[src/sv/tmps_pkg.sv]
// shared types and constants for the triangle minimum path sum block
`default_nettype none

package tmps_pkg;

  // field widths
  localparam int ValueW = 16;
  localparam int TotalW = 26;

  // width used for saturating the row minimum, wider than any internal sum
  localparam int WideW = 34;

  // saturation limits of the result, in the wide format
  localparam logic signed [WideW-1:0] OutMaxWide = 34'sd33554431;
  localparam logic signed [WideW-1:0] OutMinWide = -34'sd33554432;

  // saturated result codes
  localparam logic [TotalW-1:0] TotalMax = {1'b0, {(TotalW-1){1'b1}}};
  localparam logic [TotalW-1:0] TotalMin = {1'b1, {(TotalW-1){1'b0}}};

  // position of one request within the triangle, worked out from the counters
  typedef struct packed {
    logic skip;       // row limit reached, request ignored
    logic row_zero;   // apex entry
    logic first_col;  // first entry of its row
    logic row_end;    // closes its row
    logic above;      // a sum exists directly above this entry
    logic err;        // shape error if this request is the final one
  } tmps_pos_t;

endpackage

`default_nettype wire

[src/sv/tmps_accum.sv]
// working stage: path sum update, row minimum tracking and result forming
`default_nettype none

module tmps_accum #(
  parameter int MAX_ROWS = 1024
) (
  input  logic                                               clk_i,
  input  logic                                               rst_ni,
  input  logic                                               en_i,
  input  logic                                               accept_i,
  input  logic signed [tmps_pkg::ValueW-1:0]                 value_i,
  input  logic                                               last_i,
  input  logic [$clog2(MAX_ROWS)-1:0]                        addr_i,
  input  tmps_pkg::tmps_pos_t                                pos_i,
  input  logic signed [tmps_pkg::ValueW+$clog2(MAX_ROWS):0]  rd_data_i,
  output logic                                               wr_en_o,
  output logic [$clog2(MAX_ROWS)-1:0]                        wr_addr_o,
  output logic signed [tmps_pkg::ValueW+$clog2(MAX_ROWS):0]  wr_data_o,
  output logic                                               hold_last_o,
  output logic                                               res_valid_o,
  output logic signed [tmps_pkg::TotalW-1:0]                 res_total_o,
  output logic                                               res_err_o
);
  import tmps_pkg::*;

  localparam int AW = $clog2(MAX_ROWS);
  localparam int SW = ValueW + AW + 1;

  // stage registers
  logic                 s2_v_q;
  logic [ValueW-1:0]    s2_value_q;
  logic                 s2_last_q;
  logic [AW-1:0]        s2_addr_q;
  tmps_pos_t            s2_pos_q;
  logic                 s2_byp_q;
  logic signed [SW-1:0] s2_byp_data_q;

  // running state
  logic signed [SW-1:0] upper_q, upper_d;
  logic signed [SW-1:0] rmin_q, rmin_d;

  logic                  leave;
  logic signed [SW-1:0]  v_ext;
  logic signed [SW-1:0]  old;
  logic signed [SW-1:0]  pick;
  logic signed [SW-1:0]  sum;
  logic signed [SW-1:0]  rmin_new;
  logic signed [WideW-1:0] rmin_wide;

  assign leave = s2_v_q && en_i;

  // path sum for the entry in the stage
  always_comb begin
    v_ext = {{(SW-ValueW){s2_value_q[ValueW-1]}}, s2_value_q};
    if (!s2_pos_q.above) begin
      old = '0;
    end else if (s2_byp_q) begin
      old = s2_byp_data_q;
    end else begin
      old = rd_data_i;
    end
    pick = (old < upper_q) ? old : upper_q;
    if (s2_pos_q.row_zero) begin
      sum = v_ext;
    end else if (s2_pos_q.first_col) begin
      sum = v_ext + old;
    end else if (s2_pos_q.row_end) begin
      sum = v_ext + upper_q;
    end else begin
      sum = v_ext + pick;
    end
  end

  // row minimum and upper-left sum
  always_comb begin
    rmin_new = rmin_q;
    upper_d  = upper_q;
    if (!s2_pos_q.skip) begin
      if (s2_pos_q.first_col || (sum < rmin_q)) begin
        rmin_new = sum;
      end
      upper_d = s2_pos_q.row_end ? '0 : old;
    end
    rmin_d = rmin_new;
    if (s2_last_q) begin
      upper_d = '0;
      rmin_d  = '0;
    end
  end

  // saturated result
  always_comb begin
    rmin_wide = {{(WideW-SW){rmin_new[SW-1]}}, rmin_new};
    if (s2_pos_q.err) begin
      res_total_o = '0;
    end else if (rmin_wide > OutMaxWide) begin
      res_total_o = TotalMax;
    end else if (rmin_wide < OutMinWide) begin
      res_total_o = TotalMin;
    end else begin
      res_total_o = rmin_wide[TotalW-1:0];
    end
  end

  assign res_err_o   = s2_pos_q.err;
  assign res_valid_o = leave && s2_last_q;
  assign hold_last_o = s2_v_q && s2_last_q;
  assign wr_en_o     = leave && !s2_pos_q.skip;
  assign wr_addr_o   = s2_addr_q;
  assign wr_data_o   = sum;

  // stage control
  always_ff @(posedge clk_i or negedge rst_ni) begin
    if (!rst_ni) begin
      s2_v_q  <= 1'b0;
      upper_q <= '0;
      rmin_q  <= '0;
    end else begin
      if (en_i) begin
        s2_v_q <= accept_i;
      end
      if (leave) begin
        upper_q <= upper_d;
        rmin_q  <= rmin_d;
      end
    end
  end

  // stage payload, with forwarding of a sum written in the same cycle as its read
  always_ff @(posedge clk_i) begin
    if (accept_i) begin
      s2_value_q    <= value_i;
      s2_last_q     <= last_i;
      s2_addr_q     <= addr_i;
      s2_pos_q      <= pos_i;
      s2_byp_q      <= s2_v_q && !s2_pos_q.skip && (addr_i == s2_addr_q);
      s2_byp_data_q <= sum;
    end
  end

endmodule

`default_nettype wire

[config.mk]
export PLATFORM = sky130hd
export DESIGN_NAME = tmps_accum
export DESIGN_NICKNAME = d
export VERILOG_FILES = /design/src/sv/tmps_pkg.sv /design/src/sv/tmps_accum.sv
export SDC_FILE = /design/constraint.sdc
export NUM_CORES = 1
export LEC_CHECK = 0
export BUFFER_PORTS_ARGS = -buffer_cell sky130_fd_sc_hd__buf_2
export CAP_MARGIN = 25
export CORE_MARGIN = 3
export CORE_UTILIZATION = 50
export CTS_BUF_LIST = sky130_fd_sc_hd__clkbuf_4
export CTS_CLUSTER_SIZE = 14
export DETAILED_ROUTE_END_ITERATION = 8
export GPL_TIMING_DRIVEN = 0
export PLACE_DENSITY = 0.72
export SLEW_MARGIN = 15
export SYNTH_ARGS = -nofsm -noshare
export SYNTH_HDL_FRONTEND = slang
export SYNTH_SLANG_ARGS = --single-unit
[constraint.sdc]
create_clock -name clk_i -period 16.6 [get_ports clk_i]
set_input_delay 4.15 -clock clk_i [delete_from_list [all_inputs] [get_ports clk_i]]
set_output_delay 4.15 -clock clk_i [all_outputs]
set_load 0.02 [all_outputs]
=== Yosys cells after proc, flatten, opt, wreduce, memory -nomap -nowiden ===
Cells that the tools add are included.

* Latch bits: 0
* Bits in writable memories: 0
* Memories kept: 0
* Output and inout port bits: 67
* ROM bits: 0
* Flip-flop bits (word level): 116

* Multipliers: 0
* Bitwise operators: 0
* Eq/ne operators: 2
* Shift operators: 0
* Divide/modulo/power cells: 0
* Muxes and demuxes: 15
* $lt $le $gt $ge: 4
* Reductions and logical operators: 9
* $add $sub $neg: 3

{| class="wikitable"
|+ Operator list
! operator !! number
|-
| $mux W27 || 12
|-
| $add A16 B27 Y27 || 3
|-
| $mux W26 || 3
|-
| $lt A27 B27 Y1 || 2
|-
| $gt A27 B26 Y1 const B || 1
|-
| $lt A27 B26 Y1 const B || 1
|-
| $eq A10 B10 Y1 || 1
|-
| $logic_and A1 B1 Y1 || 6
|-
| $ne A2 B2 Y1 const B || 1
|-
| $reduce_and A2 Y1 || 1
|-
| $logic_not A1 Y1 || 1
|-
| $logic_or A1 B1 Y1 || 1
|}

=== Logic depth before layout (Yosys ltp) ===
* Depth after elaboration: 16
* Mapped depth: 39
* Gate-level depth less buffers: 33

=== Least setup slack after synthesis ===
OpenSTA, ideal clock, no wires.

* Path type: input -> output
* Start point: input port rd_data_i[12] (netlist name)
* End point: output port res_total_o[10] (netlist name)
* Stages on the path: 33
* Path slack: 0.940 ns
* Arrival: 11.510 ns
* Data required time: 12.450 ns
* Path through: mux2i_1 nor2b_1 ha_1 a21o_1 a221o_1 a221oi_1 and3_1 nand3_1 a31oi_4 clkbuf_1 mux2_2 ha_1 a21o_1 a21o_1 a211o_1 a311oi_1 o21ai_1 a31oi_1 xor2_1 o21ai_0 ha_1 nand3_1 o22ai_1 o21a_1 o21ai_0 nand3_1 a21o_1 or2_1 buf_2 a31o_2 a41o_1 buf_2 o211ai_2

* Word-level cells in the longest chain between the ends: 16
* Elaborated cells on any way between the ends: 18
* Those cells by class: add/sub (2); order compare (4); mux (11); reduce/logical (1)

{| class="wikitable"
|+ Ends and longest elaborated chain
! what !! RTL line !! text
|-
| start: declaration || tmps_accum.sv:15 || <nowiki>input logic signed [tmps_pkg::ValueW+$clog2(MAX_ROWS):0] rd_data_i,</nowiki>
|-
| $mux W27 (*) || tmps_accum.sv:57 || <nowiki>end else if (s2_byp_q) begin</nowiki>
|-
| $mux W27 (*) || tmps_accum.sv:55 || <nowiki>if (!s2_pos_q.above) begin</nowiki>
|-
| $lt A27 B27 Y1 || tmps_accum.sv:62 || <nowiki>pick = (old < upper_q) ? old : upper_q;</nowiki>
|-
| $mux W27 || tmps_accum.sv:62 ||
|-
| $add A16 B27 Y27 || tmps_accum.sv:70 || <nowiki>sum = v_ext + pick;</nowiki>
|-
| $mux W27 || tmps_accum.sv:67 || <nowiki>end else if (s2_pos_q.row_end) begin</nowiki>
|-
| $mux W27 (*) || tmps_accum.sv:65 || <nowiki>end else if (s2_pos_q.first_col) begin</nowiki>
|-
| $mux W27 (*) || tmps_accum.sv:63 || <nowiki>if (s2_pos_q.row_zero) begin</nowiki>
|-
| via wr_data_o, one bit || tmps_accum.sv:18 || <nowiki>output logic signed [tmps_pkg::ValueW+$clog2(MAX_ROWS):0] wr_data_o,</nowiki>
|-
| $lt A27 B27 Y1 || tmps_accum.sv:79 || <nowiki>if (s2_pos_q.first_col || (sum < rmin_q)) begin</nowiki>
|-
| $logic_or A1 B1 Y1 || tmps_accum.sv:79 ||
|-
| $mux W27 (*) || tmps_accum.sv:79 ||
|-
| $mux W27 (*) || tmps_accum.sv:78 || <nowiki>if (!s2_pos_q.skip) begin</nowiki>
|-
| $lt A27 B26 Y1 || tmps_accum.sv:98 || <nowiki>end else if (rmin_wide < OutMinWide) begin</nowiki>
|-
| $mux W26 || tmps_accum.sv:98 ||
|-
| $mux W26 (*) || tmps_accum.sv:96 || <nowiki>end else if (rmin_wide > OutMaxWide) begin</nowiki>
|-
| $mux W26 (*) || tmps_accum.sv:94 || <nowiki>if (s2_pos_q.err) begin</nowiki>
|-
| end: declaration || tmps_accum.sv:21 || <nowiki>output logic signed [tmps_pkg::TotalW-1:0] res_total_o,</nowiki>
|}

The timed path passes the listed nets; every way through them passes the cells marked *.

=== Worst setup path after layout ===
* Start point: input port rd_data_i[24] (netlist name)
* End point: output port res_total_o[15] (netlist name)

* Word-level cells in the longest chain between the ends: 16
* Elaborated cells on any way between the ends: 18
* Those cells by class: add/sub (2); order compare (4); mux (11); reduce/logical (1)

{| class="wikitable"
|+ Ends and longest elaborated chain
! what !! RTL line
|-
| $mux W27 (*) || tmps_accum.sv:57
|-
| $mux W27 (*) || tmps_accum.sv:55
|-
| $lt A27 B27 Y1 || tmps_accum.sv:62
|-
| $mux W27 || tmps_accum.sv:62
|-
| $add A16 B27 Y27 || tmps_accum.sv:70
|-
| $mux W27 || tmps_accum.sv:67
|-
| $mux W27 (*) || tmps_accum.sv:65
|-
| $mux W27 (*) || tmps_accum.sv:63
|-
| $lt A27 B27 Y1 || tmps_accum.sv:79
|-
| $logic_or A1 B1 Y1 || tmps_accum.sv:79
|-
| $mux W27 (*) || tmps_accum.sv:79
|-
| $mux W27 (*) || tmps_accum.sv:78
|-
| $lt A27 B26 Y1 || tmps_accum.sv:98
|-
| $mux W26 || tmps_accum.sv:98
|-
| $mux W26 (*) || tmps_accum.sv:96
|-
| $mux W26 (*) || tmps_accum.sv:94
|}

Every way passes the cells marked *; elsewhere a longest branch is shown, timed or not.

==> qor.txt <==
Critical Path AT = 12020 ps
F_max = 61.8 MHz
Worst-Margin Slew = 924 ps
CTS sink count = 116
Post-Route WL = 22300 µm
Detailed Routing Iterations Pass 1 = 5
Final #Nets = 1124
First-pass GRT wire length = 35300 µm
Post-synth EDFFs = 61
Max-slew headroom = 0.377
Post-synth top flop = edfxtp_1
Critical Path End Type = primary output
Final setup violation count = 0
CTS Hold Bufs = 0
CP max stage cell = nor4_4
Clock-pin transition on the worst setup and hold timing paths = 130 ps
Synth area leaders = edfxtp_1, dfrtp_1, ha_1, o21ai_0, a22o_1
Post-synth top area cell = edfxtp_1
Yosys warns = 0
Largest net degree at the start of global routing = 63
Area Growth Syn to Fin = 16.1%
PD cells = 117 nW/µm²
Finished Layout Cells = 1210
Final core utilization = 0.599
Status = finished clean
Longest Clk Path Bufs = 2
CTS tree = built
DIE HEIGHT = 134 µm
# IOs = 131
Asr flop ratio synth = 0.474
Hold Crit Class = register to register
CP max stage delay = 380 ps
All-layer global routing usage = 0.250
Commonest cells post-synth = ha_1, nand2_1, o21ai_0
Max VDD drop = 0.0856 mV
Crit path max fanout = 10
Clock latency on the worst-skew pair = 570 ps
Syn Std Cell Area = 8250 µm²
DP HPWL = 16400 µm
Slew Viols, Final = 0
Core ar. = 16000 µm²
CTS Buf Count = 17
H-tree Lvls = 4
Die X = 134 µm
Share of layout cells above drive strength 1 = 0.242
Leakage power = 4.49 nW
Seq/Total Area, Yosys = 0.389
Initial cell density of the core = 0.516
Critical Path RT = 12450 ps
WS Path Type = primary input to primary output
Initial antenna violation count = 1
Crit. Startpoint = rd_data_i[24]
Avg Synthesized Cell Area = 9.99 µm²
Vias per cell = 5.73
Final period util = 0.974
Flops & latches, synth = 116
Total gr overflow = 0
Setup Skew = 18.3 ps
Vias in the first global route = 6821
Syn Inst Count = 826
Placed Cells = 1173
Final Power = 1.12 mW
Count of cell types in the netlist = 61
Die area = 18100 µm²
Top cell type's share of synthesized area = 0.222
Count leader, synth = ha_1
GPL Wtd Cong = 0.930
Rows = 46
Syn_nets = 970
Worst R2R Start = s2_byp_q
DRT iter0 DRCs = 354
IO buf count = 130
Wirelength per Cell = 18.4 µm
Max-cap violations = 0
Post-route DRC = 0
Post-route ant nets = 0
Final Hold Vio Count = 0
Via count = 6937
Clk Tree Root Cell = clkbuf_4
Min Tclk post-route = 16170 ps
Crit path launch type = primary input
Worst Hold Launch = rmin_q[12]
-- logic make-up (layout without fill, tap and decap cells) --
family	Yosys count	in the layout	synth area share
compound gates	259	259	0.222
xor+xnor	37	37	0.0393
fa+ha+maj	80	80	0.122
buf+inv	103	270	0.0497
flops	116	116	0.389
mux	60	60	0.0775
other cells	0	1	0
simple gates	171	171	0.100
-- layout make-up --
cell class / count / area [µm²]
Fill cell: 1423 / 6420
Multi-Input combinational cell: 607 / 4680
Sequential cell: 116 / 3210
Timing Repair Buffer: 135 / 703
Tap cell: 216 / 270
Inverter: 66 / 248
Clock inverter: 15 / 173
Buffer: 37 / 170
Clock buffer: 17 / 128
Antenna cell: 1 / 2.50
-- path summary, 6_finish.rpt --
| kind | endpoint | slack, ps | depth (start not counted) |
|---|---|---|---|
| hold reg to reg | rmin_q[12] | 500 | 2 |
| setup / recovery | res_total_o[15] | 430 | 36 |
| max in group asynchronous | rmin_q[25] | 12410 | 1 |
| setup reg to reg | rmin_q[7] | 7730 | 35 |
| min in group asynchronous | upper_q[20] | 3650 | 1 |
| hold / removal | rmin_q[12] | 500 | 2 |
-- state kept, by name, indices dropped and copies added, names as in the netlist --
signal	count
rmin_q	27
s2_byp_data_q	27
upper_q	27
s2_value_q	16
wr_addr_o	10
s2_pos_q	5
res_err_o	1
s2_byp_q	1
s2_last_q	1
s2_v_q	1
-- cell usage in the layout, fill, tap and decap left out, types with 17 or more instances in the layout --
cell	instances
buf_2	134
ha_1	79
nand2_1	78
o21ai_0	69
inv_1	66
edfxtp_1	61
dfrtp_1	55
a21oi_1	37
a22o_1	36
nor2b_1	33
mux2i_1	31
a21o_1	29
mux2_2	27
xor2_1	23
clkbuf_1	20
o211ai_2	20
nor2_1	19
clkbuf_4	17
-- critical path: cells and delay by family --
kind,cells,cell delay [ps]
AO/OA/AOI/OAI,17,3730
multiplexers,2,560
XOR/XNOR,1,100
buffers and inverters,6,1120
AND/OR/NAND/NOR,7,1340
adder cells (fa/ha/maj),3,990
-- repair_timing --
| action | in CTS | in global routing |
|---|---|---|
| setup endpoints to repair | 26 | 26 |
| buffers inserted | 0 | 4 |
| gates resized for setup | 9 | 19 |
| pin swaps | 0 | 1 |
| gates cloned | 0 | 0 |
-- where the power goes --
part	leakage [nW]	switching, mW	internal, mW
Combinational	2.99	0.323	0.199
Sequential	1.34	0.0260	0.349
Clock	0.159	0.132	0.0938
Total	4.49	0.481	0.641
-- per-layer routing --
metal	vias up	track usage	wire, µm
met3	26	0.0484	1420
met1	3318	0.343	9990
met4	0	0.0707	330
met5	-	0	0
li1	3355	-	-
met2	238	0.408	10600
-- per-stage QoR --
stage	setup TNS [ps]	setup WS, ps	area (µm²)	hold WS (ps)
after floorplan	0	940	8250	450
after global placement	-11210	-521	9170	462
after detailed placement	-13310	-610	9190	471
after CTS	0	67.2	9500	499
after global routing	-14.4	-14.4	9580	524
final	0	430	9580	500
Power figures use the tool's default switching activity.
