===== src/sv/tmps_pkg.sv =====
// shared types and constants for the triangle minimum path sum block
`default_nettype none

package tmps_pkg;

  // field widths
  localparam int ValueW = 16;
  localparam int TotalW = 26;

  // width used for saturating the row minimum, wider than any internal sum
  localparam int WideW = 34;

  // saturation limits of the result, in the wide format
  localparam logic signed [WideW-1:0] OutMaxWide = 34'sd33554431;
  localparam logic signed [WideW-1:0] OutMinWide = -34'sd33554432;

  // saturated result codes
  localparam logic [TotalW-1:0] TotalMax = {1'b0, {(TotalW-1){1'b1}}};
  localparam logic [TotalW-1:0] TotalMin = {1'b1, {(TotalW-1){1'b0}}};

  // position of one request within the triangle, worked out from the counters
  typedef struct packed {
    logic skip;       // row limit reached, request ignored
    logic row_zero;   // apex entry
    logic first_col;  // first entry of its row
    logic row_end;    // closes its row
    logic above;      // a sum exists directly above this entry
    logic err;        // shape error if this request is the final one
  } tmps_pos_t;

endpackage

`default_nettype wire


===== src/sv/tmps_seq.sv =====
// row and column counters that place each request within the triangle
`default_nettype none

module tmps_seq #(
  parameter int MAX_ROWS = 1024
) (
  input  logic                          clk_i,
  input  logic                          rst_ni,
  input  logic                          accept_i,
  input  logic                          last_i,
  output logic [$clog2(MAX_ROWS)-1:0]   rd_addr_o,
  output tmps_pkg::tmps_pos_t           pos_o
);
  import tmps_pkg::*;

  localparam int AW = $clog2(MAX_ROWS);
  localparam int RW = $clog2(MAX_ROWS + 1);

  logic [RW-1:0] row_q, row_d;
  logic [AW-1:0] col_q, col_d;
  logic          ovf_q, ovf_d;
  logic          skip;
  logic          row_end;

  // classify the current position
  always_comb begin
    skip    = row_q >= RW'(MAX_ROWS);
    row_end = !skip && (RW'(col_q) == row_q);
    pos_o.skip      = skip;
    pos_o.row_zero  = row_q == '0;
    pos_o.first_col = col_q == '0;
    pos_o.row_end   = row_end;
    pos_o.above     = RW'(col_q) < row_q;
    pos_o.err       = ovf_q || skip || !row_end;
  end

  assign rd_addr_o = col_q;

  // counter advance
  always_comb begin
    row_d = row_q;
    col_d = col_q;
    ovf_d = ovf_q;
    if (accept_i) begin
      if (last_i) begin
        row_d = '0;
        col_d = '0;
        ovf_d = 1'b0;
      end else if (skip) begin
        ovf_d = 1'b1;
      end else if (row_end) begin
        row_d = row_q + RW'(1);
        col_d = '0;
      end else begin
        col_d = col_q + AW'(1);
      end
    end
  end

  always_ff @(posedge clk_i or negedge rst_ni) begin
    if (!rst_ni) begin
      row_q <= '0;
      col_q <= '0;
      ovf_q <= 1'b0;
    end else begin
      row_q <= row_d;
      col_q <= col_d;
      ovf_q <= ovf_d;
    end
  end

endmodule

`default_nettype wire


===== config.mk =====
export PLATFORM = sky130hd
export DESIGN_NAME = tmps_seq
export DESIGN_NICKNAME = d
export VERILOG_FILES = /design/src/sv/tmps_pkg.sv /design/src/sv/tmps_seq.sv
export SDC_FILE = /design/constraint.sdc
export NUM_CORES = 1
export LEC_CHECK = 0
export BUFFER_PORTS_ARGS = -buffer_cell sky130_fd_sc_hd__buf_2
export CAP_MARGIN = 20
export CORE_ASPECT_RATIO = 0.9
export CORE_UTILIZATION = 31
export DETAILED_ROUTE_END_ITERATION = 10
export PLACE_DENSITY = 0.59
export SLEW_MARGIN = 40
export SYNTH_ARGS = -nofsm -noshare
export SYNTH_HDL_FRONTEND = slang
export SYNTH_SLANG_ARGS = --single-unit
export TNS_END_PERCENT = 20

===== constraint.sdc =====
create_clock -name clk_i -period 2.7 [get_ports clk_i]
set_input_delay 0.135 -clock clk_i [delete_from_list [all_inputs] [get_ports clk_i]]
set_output_delay 0.135 -clock clk_i [all_outputs]
set_load 0.1 [all_outputs]

# [After elaboration in Yosys (flattened, before gate mapping)]
# Index checks and enable logic that the tools add are counted.
[word_totals] register_bits=22 word_cells=29 inputBits=4 output_inout_bits=16
[op_classes] n_addsub=2 muxes=8 n_eq_ne=2 n_reduce_logical=12 order_cmp=2
[ops] op="$mux 11" count=3
[ops] op="$mux 10" count=3
[ops] op="$add 11x1->11 const B" count=1
[ops] op="$eq 10x11->1" count=1
[ops] op="$ge 11x11->1 const B" count=1
[ops] op="$logic_not 11->1" count=1
[ops] op="$lt 10x11->1" count=1
[ops] op="$add 10x1->10 const B" count=1
[ops] op="$logic_not 10->1" count=1
[ops] op="$reduce_and 2->1" count=2
[ops] op="$reduce_bool 2->1" count=2
[ops] op="$reduce_and 3->1" count=1
[ops] op="$logic_not 1->1" count=2
[ops] op="$logic_or 1x1->1" count=2
[ops] op="$mux 1" count=2
[ops] op="$ne 2x2->1 const B" count=1
[ops] op="$logic_and 1x1->1" count=1

# [Longest topological paths before layout]
# Gate-level depths: netlist of the first run.
[depth] word_depth=6 mapped_depth=8 depth_no_buf=7

# [Worst setup path before layout of the first run]
# OpenSTA, ideal clock, no wires.
[synth_path] path_type="register to output" from="register col_q[3] (netlist: rd_addr_o[3])" to="output pos_o[3] (netlist bit)" slack_ns=-1.511 t_required_ns=2.565 t_arrival_ns=4.076 stages_incl_launch_ff=4 path_buffers=0 path_cell_list="dfrtp_1 > nor4_1 > nand3b_1 > nor4_1"
[synth_lines] item="start: declaration" line="tmps_seq.sv:20" text="logic [AW-1:0] col_q, col_d;"
[synth_lines] item="start signal: assignment" line="tmps_seq.sv:67" text="col_q <= col_d;"
[synth_lines] item="end: declaration" line="tmps_seq.sv:12" text="output tmps_pkg::tmps_pos_t pos_o"

==> metrics.md, run 1 <==
| Metric | Value |
|---|---|
| Compound-gate portion of the synthesized area | 7.26% |
| Xor/xnor cell area share of the yosys netlist | 8.47% |
| Storage cell area | 551 um2 |
| Worst R2R Setup Slack | 0.52 ns |
| Drt first-iter violations | ~90 |
| Area of the placeable core | approximately 4500 um2 |
| Overall track demand over capacity in global routing | 14.1% |
| Total die area | 4950 um2 |
| Starting utilization of the core area | between 30% and 40% |
| Antenna violations before repair | 0 |
| Rel. slew slack | 54.1% |
| Count of mapped cells out of synthesis | 160 |
| Post-Synthesis Cell Area | roughly 1400 um2 |
| Multiplexer share of the synthesized area | 0% |
| Routed wire length | 2.99 mm |
| Number of iterations in the first detailed-routing pass | 4 |
| Flip-flop cell with the highest count after synthesis | sky130_fd_sc_hd__dfrtp_1 |
| Hold/Removal Path Class | in -> reg |
| Share of the yosys chip area belonging to registers | 38.0% |
| Path type of the worst setup path | reg -> out |
| Final design area excluding fillers | 1670 um2 |
| Clock transition at path regs | 0.08 ns |
| Basic-gate share of the synthesized area counting and, or, nand and nor cells | 27.4% |
| Number of failing setup endpoints in the final timing report | 0 |
| Multi-input gate area in the final layout | ~810 um2 |
| Standard-cell rows | 23 |
| Total clock buffers created by CTS | 3 |
| Clock insertion delay at the later pin of the skew report | 0.27 ns |
| Mean Syn Cell Area | around 9 um2 |
| Worst Path Arrival | 2.34 ns |
| Buffer count from post-CTS setup fixing | 0 |
| Share of the clock period used by the worst path after layout | 91.8% |
| Number of unique standard cell types used by synthesis | 34 |
| Unrepaired setup endpoints after global routing | no |
| Total count of hold-check failures in the final report | 0 |
| Kind of start point of the critical path | register |
| CTS tree | built |
| Vias | between 1000 and 1500 |
| Async set-reset flop share out of synthesis | 100% |
| Antenna fix cells | 0 |
| Buffer type at the clock tree root | sky130_fd_sc_hd__clkbuf_8 |
| GRT overflow | 0 |
| Post-place instance area | 1600 um2 |
| Final routed wire length divided by cell count | between 10 and 15 um |
| Final GP Congestion | 0.786 |
| Outcome | completed |
| Post-route setup TNS | 0 ns |
| Post-detailed-route via-to-cell ratio | a little under 5 |
| Number of nets at the end of the flow | 197 |
| Critical path endpoint category | output port |
| Share of final-layout standard cells stronger than drive strength 1 | 16.3% |
| Number of port buffers | 19 |
| Leading cell types in the layout, fill and taps excluded | sky130_fd_sc_hd__dfrtp_1 (22), sky130_fd_sc_hd__nor2_1 (21), sky130_fd_sc_hd__buf_2 (18), sky130_fd_sc_hd__inv_1 (14), sky130_fd_sc_hd__ha_1 (14) |
| Number of clock sinks seen by CTS | 22 |
| Worst setup path endpoint | pos_o[1] |
| Number of levels the H-tree was split into | 1 |
| Max Transition Viols Final | 0 |
| Post-Syn Nets | between 150 and 200 |
| Post-route antenna net violation count | 0 |
| Adder-Cell Fraction of Synth Area | between 10% and 20% |
| Vertical die dimension | between 60 and 70 um |
| Maximum operating frequency | roughly 400 MHz |
| Combinational family with the most area after synthesis | simple AND/OR/NAND/NOR gates |
| Minimum clock period after layout | 2.48 ns |
| Crit-path max FO | 4 |
| Commonest non-fill, non-tap cell in the layout | sky130_fd_sc_hd__dfrtp_1 |
| Via count of the first global-routing pass | 1098 |
| Final routed DRC violation total | 0 |
| Static power due to leakage | slightly below 0.0008 uW |
| Measured slew at the worst slew-check pin | ~0.69 ns |
| Launch point of the worst path | row_q[1] |
| Global-route wire length before repair | 5.13 mm |
| Number of buffers between clock root and the deepest sink | 2 |
| Critical Path RT | 2.57 ns |
| Synthesized flop and latch total | 22 |
| Clk_skew | ~0.0013 ns |
| Max-cap violation count | 0 |
| Register-to-Register Path Depth | 6 |
| Warning count from the yosys run | 0 |
| R2r endpoint | row_q[8] |
| Max rail drop VDD | 1.04 mV |
| Power Density | 1080 nW/um2 |
| Number of enable flip-flop cells after synthesis | 0 |
| Pin count of the biggest net entering global routing | 23 |
| Area overhead of the layout relative to synthesis | 15.0% |
| Chip width | 74.0 um |
| Number of primary I/O pins | 20 |
| Startpoint of the most critical register-to-register path | rd_addr_o[6] |
| Number of inserted filler cells in the final layout | 463 |
| Hpwl dp | 2.27 mm |
==> registers in the layout, indices dropped and copies added (netlist names) <==
| signal | flops |
|---|---|
| row_q | 11 |
| ovf_q | 1 |
| rd_addr_o | 10 |
==> critical path, cell delays in order, from the launching register on <==
cell	delay (ns)
sky130_fd_sc_hd__dfrtp_1	0.38
sky130_fd_sc_hd__inv_1	0.08
sky130_fd_sc_hd__ha_1	0.29
sky130_fd_sc_hd__nor2b_1	0.13
sky130_fd_sc_hd__o21ai_0	0.16
sky130_fd_sc_hd__a21oi_1	0.09
sky130_fd_sc_hd__a2111oi_0	0.40
sky130_fd_sc_hd__o22a_1	0.22
sky130_fd_sc_hd__clkbuf_4	0.32
==> power breakdown <==
group | switching (uW) | internal, uW
clock | 112 | 130
sequential | 39.3 | 360
combinational | 947 | 210
total | 1100 | 700
==> per-stage QoR <==
step	std cells	total power, uW	setup slack [ns]	util [%]	hold WS [ns]
6_report	240	1800	0.223	37.3	0.152
5_1_grt	240	1900	0.0117	37.3	0.162
3_5_place_dp	235	1560	0.429	35.8	0.135
4_1_cts	240	1810	0.121	37.3	0.144
3_3_place_gp	235	1560	0.431	35.8	0.130
2_1_floorplan	160	1430	-0.237	-	-0.161
==> repair_timing <==
action                                  in CTS  in global routing
endpoints found under the setup margin       0                  1
gates resized for setup                      0                  1
endpoints found under the hold margin       22                  0
hold buffers                                 1                  0
==> logic make-up (layout without fill, tap and decap cells) <==
family,Yosys count,count (layout)
XOR/XNOR,14,14
adder cells (fa/ha/maj),14,14
AO/OA/AOI/OAI,18,18
flip-flops,22,22
buffers and inverters,21,39
AND/OR/NAND/NOR,71,71
==> worst min path at each step <==
stage                   from  endpoint  slack [ns]  cells past startpoint
global placement      rst_ni  row_q[7]        0.13                      1
global route        accept_i     ovf_q        0.16                      3
finish              accept_i     ovf_q        0.15                      3
detailed placement    rst_ni  row_q[7]        0.13                      1
floorplan             rst_ni     ovf_q       -0.16                      0
CTS                 accept_i     ovf_q        0.14                      3
==> routing by layer <==
layer | GRT usage, % | vias to the layer above | share of wire [%]
met3 | 3.18 | 5 | 3.5
li1 | - | 587 | -
met5 | 0 | - | 0
met1 | 18.5 | 552 | 50
met2 | 21.9 | 21 | 44
met4 | 6.49 | 0 | 1.9
==> Yosys cell counts (2+ instances only) <==
master,count,share of area (%)
sky130_fd_sc_hd__dfrtp_1,22,38
sky130_fd_sc_hd__or3_1,2,0.86
sky130_fd_sc_hd__nor4_1,4,1.7
sky130_fd_sc_hd__a21oi_1,6,2.1
sky130_fd_sc_hd__nor2_1,21,5.4
sky130_fd_sc_hd__nor3_1,6,2.1
sky130_fd_sc_hd__o21ai_0,7,2.4
sky130_fd_sc_hd__inv_1,14,3.6
sky130_fd_sc_hd__buf_4,2,1.0
sky130_fd_sc_hd__buf_2,3,1.0
sky130_fd_sc_hd__nand3_1,8,2.8
sky130_fd_sc_hd__xnor2_1,8,4.8
sky130_fd_sc_hd__nand2_1,12,3.1
sky130_fd_sc_hd__xor2_1,6,3.6
sky130_fd_sc_hd__and3_1,3,1.3
sky130_fd_sc_hd__ha_1,14,12
sky130_fd_sc_hd__nand4_1,5,2.2
==> final cells by class <==
type / instances / share of cell area, %
clock buffers: 4 / 3.31
flip-flops and latches: 22 / 33.1
inverters: 14 / 3.16
multi-input cells: 117 / 48.9
well taps: 62 / 4.66
repair buffers: 21 / 6.91
Power figures use the tool's default switching activity.
==> run 2: changes to the inputs <==
--- a/config.mk
+++ b/config.mk
@@ -9,8 +9,9 @@
 export CAP_MARGIN = 20
 export CORE_ASPECT_RATIO = 0.9
 export CORE_UTILIZATION = 31
+export CTS_CLUSTER_DIAMETER = 150
 export DETAILED_ROUTE_END_ITERATION = 10
-export PLACE_DENSITY = 0.59
+export PLACE_DENSITY = 0.55
 export SLEW_MARGIN = 40
 export SYNTH_ARGS = -nofsm -noshare
 export SYNTH_HDL_FRONTEND = slang
==> metrics.md, run 2 (synthesized netlist as in run 1, its figures left out) <==
| Metric | Value |
|---|---|
| Maximum operating frequency | 412 MHz |
| Slack of the critical path | 0.271 ns |
| Overall track demand over capacity in global routing | ~14% |
| Pre-CTS setup slack | 0.399 ns |
| Area overhead of the layout relative to synthesis | 15.0% |
| GRT overflow | 0 |
| Buffer type at the clock tree root | sky130_fd_sc_hd__clkbuf_8 |
| Biggest register | row_q |
| Power Density | 1080 nW/um2 |
| Starting utilization of the core area | 32.5% |
| Critical Path RT | roughly 2.6 ns |
| Buffer count from post-CTS setup fixing | 0 |
| Drt first-iter violations | 52 |
| Max Transition Viols Final | 0 |
| Hpwl dp | 2.35 mm |
| Critical Path Max Stage Delay | ~0.41 ns |
| Worst Path Arrival | 2.29 ns |
| Number of clock sinks seen by CTS | 22 |
| Crit-path max FO | 4 |
| Final GP Congestion | 0.758 |
| Global-route wire length before repair | 5.22 mm |
| Series of cell instances along the critical path | inv_1 -> ha_1 -> nor2b_1 -> o21ai_0 -> a21oi_1 -> a2111oi_0 -> o22a_1 -> clkbuf_4 |
| Flip-flop count of the largest register, all copies and words added | 11 |
| Number of buffers between clock root and the deepest sink | 2 |
| Area of the placeable core | 4460 um2 |
| Measured slew at the worst slew-check pin | just over 0.7 ns |
| Pin count of the biggest net entering global routing | 23 |
| Clock transition at path regs | 0.08 ns |
| Final hold slack | ~0.15 ns |
| Share of final-layout standard cells stronger than drive strength 1 | 16.3% |
| Final routed DRC violation total | 0 |
| Antenna violations before repair | 0 |
| Post-detailed-route via-to-cell ratio | 4.72 |
| Total die area | 4950 um2 |
| Static power due to leakage | 0.000769 uW |
| Number of primary I/O pins | 20 |
| Minimum clock period after layout | approximately 2.4 ns |
| Number of levels the H-tree was split into | 1 |
| Unrepaired setup endpoints after global routing | no |
| Vias | 1132 |
| CTS tree | built |
| Number of nets at the end of the flow | 197 |
| Clk_skew | 0.00439 ns |
| Post-route antenna net violation count | 0 |
| Final core utilization | 37.3% |
| Hold/Removal Path Class | in -> reg |
| Critical path endpoint category | output port |
| Highest-delay cell along the critical path | sky130_fd_sc_hd__dfrtp_1 |
| Max-cap violation count | 0 |
| Rel. slew slack | 52.2% |
| Via count of the first global-routing pass | 1068 |
| Standard-cell rows | 23 |
| Max rail drop VDD | roughly 0.65 mV |
| Final routed wire length divided by cell count | 12.9 um |
| Share of the clock period used by the worst path after layout | 90.0% |
| Path type of the worst setup path | reg -> out |
| Commonest non-fill, non-tap cell in the layout | sky130_fd_sc_hd__dfrtp_1 |
| Antenna fix cells | 0 |
| Number of failing setup endpoints in the final timing report | 0 |
| Routed wire length | 3.11 mm |
| Total clock buffers created by CTS | 3 |
| Number of port buffers | 19 |
| Leading cell types in the layout, fill and taps excluded | sky130_fd_sc_hd__dfrtp_1 (22), sky130_fd_sc_hd__nor2_1 (21), sky130_fd_sc_hd__buf_2 (18), sky130_fd_sc_hd__inv_1 (14), sky130_fd_sc_hd__ha_1 (14) |
| Number of iterations in the first detailed-routing pass | 4 |
| Clock insertion delay at the later pin of the skew report | 0.26 ns |
| Chip width | 74.0 um |
| Total count of hold-check failures in the final report | 0 |
| Outcome | completed |
| Kind of start point of the critical path | register |
| Vertical die dimension | 66.8 um |
[run 2: worst max-delay path, delay by kind of cell, from the launching register on]
family | cells | cell delay, ns
adder cells (fa/ha/maj) | 1 | 0.24
buffers and inverters | 2 | 0.42
AND/OR/NAND/NOR | 1 | 0.13
AO/OA/AOI/OAI | 4 | 0.82
flip-flops | 1 | 0.41
[run 2: per-stage QoR]
| step | TNS [ns] | cells | power (uW) | area, um2 |
|---|---|---|---|---|
| 2_1_floorplan | -0.237 | 160 | 1430 | 1460 |
| 3_3_place_gp | 0 | 235 | 1550 | 1600 |
| 3_5_place_dp | 0 | 235 | 1550 | 1600 |
| 4_1_cts | 0 | 240 | 1800 | 1660 |
| 5_1_grt | 0 | 240 | 1890 | 1670 |
| 6_report | 0 | 240 | 1790 | 1670 |
[run 2: path summary, 6_finish.rpt]
kind	startpoint	endpoint	slack [ns]	cells past startpoint
setup reg to reg	rd_addr_o[6]	row_q[8]	0.46	6
max in group asynchronous	rst_ni	row_q[6]	1.99	2
hold / removal	accept_i	ovf_q	0.15	3
setup / recovery	row_q[1]	pos_o[1]	0.27	8
hold reg to reg	ovf_q	ovf_q	0.51	2
min in group asynchronous	rst_ni	rd_addr_o[3]	0.37	2
[run 2: area by class of cell]
type,count,area (um2)
clock buffers,4,55.1
fillers,467,2800
inverters,14,52.6
well taps,62,77.6
repair buffers,21,115
flip-flops and latches,22,551
multi-input cells,117,815
[run 2: report_power, final]
group | total (uW) | leakage [uW] | internal, uW | switching (uW)
Sequential | 398 | 0.000304 | 359 | 38.8
Combinational | 1150 | 0.000436 | 211 | 941
Clock | 241 | 0.0000288 | 130 | 111
[run 2: metal layers]
layer / wire length [um] / global-route usage, % / part of all wire, %
met5: 0 / 0 / 0
met4: 0 / 1.44 / 0
met3: 102 / 3.63 / 3.3
met2: 1310 / 22.4 / 42
met1: 1690 / 19.4 / 54
[run 2: timing repair]
action,CTS,global route
hold buffers,1,0
resized for setup,0,1
endpoints found under the setup margin,0,1
hold endpoints to repair,22,0
